File: config.mk
export PLATFORM = sky130hd
export DESIGN_NAME = ebml_element_header_parser
export DESIGN_NICKNAME = d
export VERILOG_FILES = /design/src/design/ehp_pkg.sv /design/src/design/ehp_front.sv /design/src/design/ehp_queue.sv /design/src/design/ehp_back.sv /design/src/design/ebml_element_header_parser.sv
export SDC_FILE = /design/constraint.sdc
export NUM_CORES = 1
export LEC_CHECK = 0
export BUFFER_PORTS_ARGS = -buffer_cell sky130_fd_sc_hd__buf_2
export CORE_MARGIN = 4
export CORE_UTILIZATION = 35
export CTS_CLUSTER_SIZE = 16
export DETAILED_ROUTE_END_ITERATION = 10
export GPL_TIMING_DRIVEN = 0
export PLACE_DENSITY = 0.47
export SYNTH_ARGS = -nofsm -noshare
export SYNTH_HDL_FRONTEND = slang
export SYNTH_SLANG_ARGS = --single-unit
File: constraint.sdc
create_clock -name clk -period 6.4 [get_ports clk]
set_input_delay 1.28 -clock clk [delete_from_list [all_inputs] [get_ports clk]]
set_output_delay 1.28 -clock clk [all_outputs]
set_load 0.01 [all_outputs]
File: src/design/ehp_pkg.sv
// Shared types, codes and helpers for the EBML element header parser.
package ehp_pkg;

  localparam int unsigned IdW   = 29;
  localparam int unsigned SizeW = 56;
  localparam int unsigned ByteW = 8;
  // tdata: element_id, element_size, payload_byte, then zero fill to whole bytes
  localparam int unsigned OutDataW = ((IdW + SizeW + ByteW + 7) / 8) * 8;
  localparam int unsigned QueueDepth = 2;

  localparam logic [ByteW-1:0] IdMin   = 8'h10;
  localparam logic [ByteW-1:0] TopMark = 8'h80;

  typedef enum logic [1:0] {
    KIND_HDR      = 2'd0,
    KIND_PAYLOAD  = 2'd1,
    KIND_BAD_ID   = 2'd2,
    KIND_BAD_SIZE = 2'd3
  } kind_t;

  // What the back end does with an item from the queue.
  typedef enum logic [2:0] {
    OP_SKIP     = 3'd0,
    OP_ID_FIRST = 3'd1,
    OP_ID_NEXT  = 3'd2,
    OP_HDR      = 3'd3,
    OP_PAYLOAD  = 3'd4,
    OP_BAD_ID   = 3'd5,
    OP_BAD_SIZE = 3'd6
  } op_t;

  typedef struct packed {
    op_t              op;
    logic             last;
    logic [ByteW-1:0] data;
    logic [SizeW-1:0] size;
  } entry_t;

  // Count of zero bits above the highest set bit (byte assumed nonzero).
  function automatic logic [2:0] lead_zeros(input logic [ByteW-1:0] b);
    logic [2:0] n;
    n = '0;
    for (int i = 0; i < ByteW; i++) begin
      if (b[i]) n = 3'(ByteW - 1 - i);
    end
    return n;
  endfunction

endpackage

File: src/design/ehp_front.sv
// Front end: tracks the element layout and tags every accepted byte with an op.
module ehp_front (
  input  logic                       clk,
  input  logic                       rst,
  input  logic                       in_valid,
  input  logic                       in_ready,
  input  logic [ehp_pkg::ByteW-1:0]  in_byte,
  output ehp_pkg::entry_t            push_entry
);
  import ehp_pkg::*;

  typedef enum logic [3:0] {
    PH_ID0  = 4'b0001,
    PH_ID   = 4'b0010,
    PH_SIZE = 4'b0100,
    PH_PAY  = 4'b1000
  } phase_t;

  phase_t           phase, phase_next;
  logic [1:0]       id_left, id_left_next;
  logic [2:0]       size_left, size_left_next;
  logic [SizeW-1:0] size_acc, size_acc_next;
  logic [SizeW-1:0] payload_left, payload_left_next;

  logic [2:0]       lz;
  logic [ByteW-1:0] first_size;
  logic [SizeW-1:0] shifted_size;
  logic [SizeW-1:0] pay_dec;

  assign lz           = lead_zeros(in_byte);
  assign first_size   = in_byte & ~(TopMark >> lz);
  assign shifted_size = {size_acc[SizeW-ByteW-1:0], in_byte};
  assign pay_dec      = payload_left - SizeW'(1);

  always_comb begin
    phase_next        = phase;
    id_left_next      = id_left;
    size_left_next    = size_left;
    size_acc_next     = size_acc;
    payload_left_next = payload_left;
    push_entry.op     = OP_SKIP;
    push_entry.last   = 1'b0;
    push_entry.data   = in_byte;
    push_entry.size   = '0;
    case (phase)
      PH_ID0: begin
        if (in_byte < IdMin) begin
          push_entry.op = OP_BAD_ID;
        end else begin
          push_entry.op = OP_ID_FIRST;
          id_left_next  = lz[1:0];
          phase_next    = PH_ID;
        end
      end
      PH_ID: begin
        if (id_left != 2'd0) begin
          push_entry.op = OP_ID_NEXT;
          id_left_next  = id_left - 2'd1;
        end else if (in_byte == '0) begin
          push_entry.op = OP_BAD_SIZE;
          phase_next    = PH_ID0;
        end else if (lz == 3'd0) begin
          // single-byte size: header is complete now
          push_entry.op     = OP_HDR;
          push_entry.size   = SizeW'(first_size);
          payload_left_next = SizeW'(first_size);
          phase_next        = (first_size != '0) ? PH_PAY : PH_ID0;
        end else begin
          size_acc_next  = SizeW'(first_size);
          size_left_next = lz;
          phase_next     = PH_SIZE;
        end
      end
      PH_SIZE: begin
        size_acc_next  = shifted_size;
        size_left_next = size_left - 3'd1;
        if (size_left == 3'd1) begin
          push_entry.op     = OP_HDR;
          push_entry.size   = shifted_size;
          payload_left_next = shifted_size;
          phase_next        = (shifted_size != '0) ? PH_PAY : PH_ID0;
        end
      end
      PH_PAY: begin
        push_entry.op     = OP_PAYLOAD;
        push_entry.last   = (pay_dec == '0);
        payload_left_next = pay_dec;
        if (pay_dec == '0) phase_next = PH_ID0;
      end
      default: begin
        phase_next = PH_ID0;
      end
    endcase
  end

  always_ff @(posedge clk) begin
    if (rst) begin
      phase        <= PH_ID0;
      id_left      <= '0;
      size_left    <= '0;
      payload_left <= '0;
    end else if (in_valid && in_ready) begin
      phase        <= phase_next;
      id_left      <= id_left_next;
      size_left    <= size_left_next;
      payload_left <= payload_left_next;
    end
  end

  always_ff @(posedge clk) begin
    if (in_valid && in_ready) size_acc <= size_acc_next;
  end

endmodule

File: src/design/ehp_queue.sv
// Two-entry queue between the front end and the back end.
module ehp_queue (
  input  logic            clk,
  input  logic            rst,
  input  logic            push,
  input  ehp_pkg::entry_t push_entry,
  output logic            not_full,
  input  logic            pop,
  output logic            not_empty,
  output ehp_pkg::entry_t head
);
  import ehp_pkg::*;

  localparam int unsigned PtrW = (QueueDepth > 1) ? $clog2(QueueDepth) : 1;

  entry_t          slots [QueueDepth];
  logic [PtrW-1:0] wr_ptr, rd_ptr;
  logic [PtrW:0]   count;
  logic            do_push, do_pop;

  assign not_full  = (count != (PtrW+1)'(QueueDepth));
  assign not_empty = (count != '0);
  assign do_push   = push && not_full;
  assign do_pop    = pop && not_empty;
  assign head      = slots[rd_ptr];

  always_ff @(posedge clk) begin
    if (rst) begin
      wr_ptr <= '0;
      rd_ptr <= '0;
      count  <= '0;
    end else begin
      if (do_push) begin
        wr_ptr <= (wr_ptr == PtrW'(QueueDepth - 1)) ? '0 : wr_ptr + PtrW'(1);
      end
      if (do_pop) begin
        rd_ptr <= (rd_ptr == PtrW'(QueueDepth - 1)) ? '0 : rd_ptr + PtrW'(1);
      end
      case ({do_push, do_pop})
        2'b10:   count <= count + (PtrW+1)'(1);
        2'b01:   count <= count - (PtrW+1)'(1);
        default: count <= count;
      endcase
    end
  end

  always_ff @(posedge clk) begin
    if (do_push) slots[wr_ptr] <= push_entry;
  end

endmodule

File: src/design/ehp_back.sv
// Back end: builds the element ID and forms result items in the output register.
module ehp_back (
  input  logic                          clk,
  input  logic                          rst,
  input  logic                          q_valid,
  input  ehp_pkg::entry_t               q_head,
  output logic                          q_pop,
  output logic                          m_tvalid,
  input  logic                          m_tready,
  output logic [ehp_pkg::OutDataW-1:0]  m_tdata,
  output logic [1:0]                    m_tuser,
  output logic                          m_tlast
);
  import ehp_pkg::*;

  logic [IdW-1:0] id_accum;
  logic           out_free;
  logic           has_result;
  logic [OutDataW-1:0] data_next;
  kind_t          kind_next;

  assign out_free = !m_tvalid || m_tready;
  assign q_pop    = q_valid && out_free;

  always_comb begin
    has_result = 1'b1;
    data_next  = '0;
    kind_next  = KIND_HDR;
    case (q_head.op)
      OP_HDR: begin
        data_next[IdW-1:0]         = id_accum;
        data_next[IdW+SizeW-1:IdW] = q_head.size;
      end
      OP_PAYLOAD: begin
        kind_next = KIND_PAYLOAD;
        data_next[IdW+SizeW+ByteW-1:IdW+SizeW] = q_head.data;
      end
      OP_BAD_ID:   kind_next = KIND_BAD_ID;
      OP_BAD_SIZE: kind_next = KIND_BAD_SIZE;
      default:     has_result = 1'b0;
    endcase
  end

  always_ff @(posedge clk) begin
    if (q_pop) begin
      case (q_head.op)
        OP_ID_FIRST: id_accum <= IdW'(q_head.data);
        OP_ID_NEXT:  id_accum <= {id_accum[IdW-ByteW-1:0], q_head.data};
        default:     id_accum <= id_accum;
      endcase
    end
  end

  always_ff @(posedge clk) begin
    if (rst) begin
      m_tvalid <= 1'b0;
    end else if (out_free) begin
      m_tvalid <= q_valid && has_result;
    end
  end

  always_ff @(posedge clk) begin
    if (q_pop && has_result) begin
      m_tdata <= data_next;
      m_tuser <= kind_next;
      m_tlast <= q_head.last;
    end
  end

endmodule

File: src/design/ebml_element_header_parser.sv
// EBML element header parser top level: one stream byte in, at most one result item out.
// Takes one EBML byte per clock and walks a flat run of sibling elements: a 1-4 byte ID
// (marker bits kept, first byte below 0x10 gives an invalid-ID item), a 1-8 byte size
// (marker cleared, zero first byte gives an invalid-size item), then each payload byte
// passed through with tlast on the final one. The header item comes out on the last size
// byte. Sustained rate is one byte per cycle while the queue has room; a byte's result is
// written into the two-entry queue when the byte is accepted, and the back end then moves
// it from the queue into the output register. Input stalls only once the queue fills
// behind a stalled output.
module ebml_element_header_parser (
  input  logic                          clk,
  input  logic                          rst,
  input  logic                          s_tvalid,
  output logic                          s_tready,
  input  logic [7:0]                    s_tdata,   // [7:0] in_byte
  output logic                          m_tvalid,
  input  logic                          m_tready,
  output logic [ehp_pkg::OutDataW-1:0]  m_tdata,   // [28:0] element_id, [84:29] element_size,
                                                   // [92:85] payload_byte, [95:93] zero
  output logic [1:0]                    m_tuser,   // [1:0] kind
  output logic                          m_tlast    // last_payload
);
  import ehp_pkg::*;

  entry_t push_entry;
  entry_t q_head;
  logic   q_valid;
  logic   q_pop;

  ehp_front u_front (
    .clk        (clk),
    .rst        (rst),
    .in_valid   (s_tvalid),
    .in_ready   (s_tready),
    .in_byte    (s_tdata),
    .push_entry (push_entry)
  );

  ehp_queue u_queue (
    .clk        (clk),
    .rst        (rst),
    .push       (s_tvalid),
    .push_entry (push_entry),
    .not_full   (s_tready),
    .pop        (q_pop),
    .not_empty  (q_valid),
    .head       (q_head)
  );

  ehp_back u_back (
    .clk      (clk),
    .rst      (rst),
    .q_valid  (q_valid),
    .q_head   (q_head),
    .q_pop    (q_pop),
    .m_tvalid (m_tvalid),
    .m_tready (m_tready),
    .m_tdata  (m_tdata),
    .m_tuser  (m_tuser),
    .m_tlast  (m_tlast)
  );

endmodule

Word level (Yosys, flattened, before mapping)
Memories as Yosys holds them, arrays and structs flattened. A register that Yosys moved wholly into a read port is not among the register bits.
Cells that the tools add are included.
{ "totals": {"register_bits": 243, "ramBits": 136, "in_bits": 12, "output_inout_bits": 101, "memories": 1} }
{ "classes": {"add_sub_neg": 7, "n_lt_le_gt_ge": 1, "eq_ne": 22, "shift": 1, "mux": 55, "bitwise": 2, "n_reduce_logical": 25} }
{ "memory_table": {"columns": ["name", "words", "word_bits", "read_ports", "rd_clocked_by_memory_dff", "write_ports", "line_no", "text"], "rows": [
  ["u_queue.slots", 2, 68, 1, 1, 1, "ehp_queue.sv:16", "entry_t slots [QueueDepth];"]
]} }
{ "ops": {"columns": ["operator", "count"], "rows": [
  ["$mux 56", 7],
  ["$pmux 56 s3", 1],
  ["$mux 48", 3],
  ["$pmux 56 s2", 1],
  ["$pmux 48 s2", 1],
  ["$pmux 29 s2", 1],
  ["$logic_not 56->1", 1],
  ["$reduce_bool 56->1", 1],
  ["$sub 56x1->56 const B", 1],
  ["$mux 3", 14],
  ["$mux 4", 8],
  ["$pmux 4 s4", 1],
  ["$pmux 3 s4", 1],
  ["$reduce_bool 2->1", 6],
  ["$ne 2x2->1 const B", 5],
  ["$reduce_and 5->1", 2],
  ["$eq 3x3->1 const B", 3],
  ["$and 8x8->8", 1],
  ["$logic_not 8->1", 1],
  ["$lt 8x5->1 const B", 1],
  ["$mux 1", 8],
  ["$mux 2", 4],
  ["$mux 8", 1],
  ["$ne 2x1->1 const B", 4],
  ["27 further kinds", 36]
]} }

Logic depth before layout (Yosys ltp)
{ "depth": {"ltp_word": 17, "mapped_depth": 12, "mapped_depth_nobuf": 11} }

Cells and area by module
From an unflattened synthesis, not the netlist that was laid out.
{ "unflattened": {"cells_unflattened": 1461, "area_unflattened_um2": 17377.9} }
{ "modules_own_cells": {"columns": ["module", "n_inst", "cells_each", "area_each_um2", "seq_area_each_um2"], "rows": [
  ["ehp_front", 1, 955, 7558.5, 2742.6],
  ["ehp_queue", 1, 236, 5131.2, 4184.0],
  ["ehp_back", 1, 270, 4688.2, 3773.6]
]} }

Worst setup path before layout
OpenSTA, ideal clock, no wires.
{ "synth_timing": {"path_type": "input to register", "startpoint": "in s_tdata[7]", "endpoint": "reg u_front.size_left[0]", "setup_time_ns": 0.119, "arrival_time_ns": 5.301, "slack_ns": 0.980, "cell_stages": 7, "n_path_buf": 1, "cell_sequence": "clkbuf_1 > or2_2 > a21oi_1 > o31ai_1 > a21oi_1 > o21ai_0 > a221oi_1"} }
{ "synth_between": {"elab_chain_len": 5} }
{ "synth_rtl": {"columns": ["item", "line_no", "text"], "rows": [
  ["from (decl)", "ebml_element_header_parser.sv:15", "input logic [7:0] s_tdata,"],
  ["$mux 3", "ehp_pkg.sv:44", "if (b[i]) n = 3'(ByteW - 1 - i);"],
  ["$mux 3", "ehp_front.sv:62", "end else if (lz == 3'd0) begin"],
  ["$mux 3", "ehp_front.sv:59", "end else if (in_byte == '0) begin"],
  ["$mux 3", "ehp_front.sv:56", "if (id_left != 2'd0) begin"],
  ["$pmux 3 s2", "ehp_front.sv:45", "case (phase)"],
  ["to (signal assigned)", "ehp_front.sv:105", "size_left <= size_left_next;"],
  ["to (decl)", "ehp_front.sv:21", "logic [2:0] size_left, size_left_next;"]
]} }
Several ways; a longest one is shown, not always the timed one. The select of a mux whose other input is x is not followed.
A chain may end at the register's enable or synchronous reset.

Worst setup path after layout
{ "layout_timing": {"startpoint": "reg u_front.payload_left[0]", "endpoint": "reg u_front.phase[3]"} }
{ "layout_between": {"elab_chain_len": 4} }
{ "layout_rtl": {"columns": ["item", "line_no", "text"], "rows": [
  ["from (decl)", "ehp_front.sv:23", "logic [SizeW-1:0] payload_left, payload_left_next;"],
  ["from (signal assigned)", "ehp_front.sv:106", "payload_left <= payload_left_next;"],
  ["$sub 56x1->56", "ehp_front.sv:33", "assign pay_dec = payload_left - SizeW'(1);"],
  ["$logic_not 56->1", "ehp_front.sv:88", "if (pay_dec == '0) phase_next = PH_ID0;"],
  ["$ne 2x1->1 (no line)", null, null],
  ["$reduce_and 5->1 (no line)", null, null],
  ["to (signal assigned)", "ehp_front.sv:103", "phase <= phase_next;"],
  ["to (decl)", "ehp_front.sv:19", "phase_t phase, phase_next;"]
]} }
Every way passes these cells.

==> impl_metrics.json <==
{
  "critPathKind": "reg2reg",
  "cp.required_ns": 6.87,
  "tightest_slew_ns": 0.952,
  "post_cts_buffers": 0,
  "cts_resized": 0,
  "dieHeight_um": 226,
  "layout_commonest_cell": "edfxtp_1",
  "p_leak_uw": 0.00732,
  "crit_family": "simple AND/OR/NAND/NOR gates",
  "yosysUniqueCellTypes": 65,
  "cp-startpoint": "u_front.payload_left[0]$_SDFFE_PP0P_",
  "cap_violations": 0,
  "yosys_warnings": 0,
  "synth_seq_cells": 380,
  "ant_nets": 0,
  "io_pins": 113,
  "nNetsFinal": 1588,
  "final_cell_mix": "edfxtp_1, nor2_1, buf_2, and3_1, clkbuf_1",
  "syn_inst": 1409,
  "period_minus_slack_ns": 4.65,
  "clock.fmax_mhz": 215,
  "dr.pass1.iters": 5,
  "async_flop_share_pct": 0,
  "gp_congestion": 0.917,
  "met3_usage_pct": 3.67,
  "top_usage_layer": "met1",
  "clk_pin_slew_worst_paths_ns": 0.06,
  "grt_first_pass_wirelength_um": 73400,
  "area_growth_pct": 17.7,
  "synth_flop_cell": "edfxtp_1",
  "critPathCaptureType": "register",
  "crit_buf_inv": 2,
  "rsz0062_at_grt": "false",
  "antenna_found_initial": 1,
  "cts_hold_buf": 0,
  "clkLatencyLatePin_ns": 0.58,
  "setup_viol": 0,
  "cp_slowest_cell": "or4_1",
  "vias": 11800,
  "io_buffers": 108,
  "grt_pass1_vias": 11200,
  "use_met2_pct": 28.4,
  "path_max_fanout": 10,
  "dpl_cell_area_um2": 18100,
  "dp.final_hpwl_um": 35600,
  "hp-start": "u_front.id_left[1]$_SDFFE_PP0P_",
  "seqCellArea_um2": 10700,
  "cts_tree": "built",
  "fp.coreArea_um2": 46800,
  "grt_usage_pct": 19.0,
  "pwr_density_cell_nw_per_um2": 373,
  "die-area_um2": 51100,
  "drt_iter0_markers": 891,
  "setup_slack_ns": 1.75,
  "synth_area_um2": 16600,
  "max_slew_margin_pct": 36.0,
  "syn_area_per_cell_um2": 11.8,
  "skew_ns": 0.0181,
  "numCtsBuffers": 42,
  "fin_tns_setup_ns": 0,
  "dp_slack_ns": 1.77,
  "fin_hold_ws_ns": 0.478,
  "grt_max_degree": 63,
  "avgViaCountPerCell": 5.32,
  "wire_per_inst_um": 22.3,
  "hold_class": "reg2reg",
  "seq_area_frac_synth_pct": 64.3,
  "htree_levels": 2,
  "min_period_over_period_pct": 72.6,
  "initial_core_util_pct": 35.6,
  "fill_cells": 4514,
  "path_cells": "or4_1, clkbuf_1, or4_1, buf_2, or4_1, xnor2_1, or4_1, or4_1, nor4_2, o21ai_1, o221a_1",
  "slowest_delay_ns": 0.62,
  "chipWidth_um": 226,
  "grt_use_met1_pct": 28.5,
  "cts-root-buf": "clkbuf_16",
  "ir_drop_mv": 0.181,
  "power_frac_comb_pct": 20.5,
  "r2r-start": "u_front.payload_left[0]$_SDFFE_PP0P_",
  "status": "finished clean",
  "multiInputGateArea_um2": 5510,
  "cp-start-kind": "register",
  "crit_arrival_ns": 5.11,
  "swShare_pct": 29.2,
  "design_area_um2": 19600,
  "synth_edf_count": 309,
  "switchingPower_uw": 2130,
  "clkPwrFrac_pct": 34.6,
  "rows": 79,
  "power_frac_seq_pct": 44.9,
  "drive_above_1_share_pct": 13.7,
  "p_int_uw": 5180,
  "hold_viol": 0,
  "drt-total-wl_um": 49300,
  "clock_sinks": 380,
  "post-route-drc-count": 0,
  "grt-ovfl-total": 0,
  "clk_path_buf_depth": 3,
  "cp_common_cell": "or4_1",
  "slew_violations": 0
}
==> metrics by stage <==
step                utilization, %  total power, uW  std cells
floorplan                        -             4280       1411
global placement              38.4             4840       2126
detailed placement            38.8             4850       2133
CTS                           41.9             7410       2211
global route                  41.9             7660       2211
finish                        41.9             7310       2215
==> state kept, by name (all words and copies together) (netlist names), named ones only <==
register              flops
u_back.m_tlast            1
u_front.phase             4
u_back.m_tvalid           1
u_front.payload_left     56
u_front.size_left         3
u_queue.wr_ptr            1
u_back.id_accum          29
u_back.m_tdata           93
u_front.id_left           2
u_queue.count             2
u_front.size_acc         48
u_back.m_tuser            2
u_queue.slots           136
u_queue.rd_ptr            1
==> worst reg2reg max path: stages, from the launching register on <==
cell and delay (ns):
dfxtp_1 0.36, or4_1 0.53, clkbuf_1 0.25, or4_1 0.44, buf_2 0.21, or4_1 0.62, xnor2_1 0.17, or4_1 0.52
or4_1 0.61, nor4_2 0.40, o21ai_1 0.16, o221a_1 0.27
==> worst paths after layout <==
| path | depth (start not counted) | slack [ns] | to |
|---|---|---|---|
| max | 11 | 1.75 | u_front.phase[3]$_SDFFE_PP0P_ |
| min | 2 | 0.48 | u_front.id_left[1]$_SDFFE_PP0P_ |
| max reg2reg | 11 | 1.75 | u_front.phase[3]$_SDFFE_PP0P_ |
| min reg2reg | 2 | 0.48 | u_front.id_left[1]$_SDFFE_PP0P_ |
==> power groups by stage <==
| stage | Clock, uW | Sequential (uW) | Combinational [uW] |
|---|---|---|---|
| 2_1_floorplan | 0 | 3440 | 835 |
| 3_3_place_gp | 0 | 3390 | 1450 |
| 3_5_place_dp | 0 | 3340 | 1520 |
| 4_1_cts | 2600 | 3290 | 1520 |
| 5_1_grt | 2690 | 3320 | 1650 |
| 6_report | 2530 | 3280 | 1500 |
==> kinds of logic after synthesis <==
family                   Yosys count  share of synthesized area, %
adder cells (fa/ha/maj)            6                         0.451
XOR/XNOR                          27                          1.42
multiplexers                      70                          4.29
other                              1                        0.0225
AO/OA/AOI/OAI                    239                          8.66
buffers and inverters            120                          2.87
flip-flops                       380                          64.3
AND/OR/NAND/NOR                  566                          18.0
==> cell usage after synthesis, types with 4 or more instances <==
master	count	area (um^2)
or2_2	6	37.5
nor2_1	174	653
o211ai_1	4	30.0
and3_1	91	569
and2_1	67	419
inv_1	26	97.6
o21bai_1	5	37.5
clkbuf_1	77	289
a211oi_1	6	45.0
a22oi_1	13	97.6
a21o_1	8	60.1
o21ai_0	75	375
xor2_1	13	114
nand2b_1	7	43.8
mux2_2	10	113
mux2i_1	60	601
edfxtp_1	309	9280
nand2_1	57	214
or4_1	12	90.1
dfxtp_1	71	1420
o31ai_1	4	30.0
nand4_1	16	100
nand3_1	12	60.1
nand3b_1	6	45.0
o21a_1	6	45.0
a31o_2	6	52.6
xnor2_1	14	123
a31oi_1	8	50.1
nor3_1	47	235
ha_1	6	75.1
nor4_1	37	231
buf_1	11	41.3
a221oi_1	5	43.8
a21oi_1	79	395
or3_1	12	75.1
nor4b_1	4	35.0
==> per-layer routing <==
layer  up-vias  wire [um]
li1       5570          -
met1      5777      23700
met2       350      21600
met3        85       2800
met4         0       1190
met5         -          0
==> final cells by class <==
class	count	share of cell area (%)
Sequential cell	380	54.6
Multi-Input combinational cell	911	28.1
Clock buffer	49	5.50
Tap cell	607	3.88
Timing Repair Buffer	115	3.56
Buffer	94	1.94
Clock inverter	29	1.87
Inverter	26	0.511
Antenna cell	4	0.0511
Power figures use the tool's default switching activity.
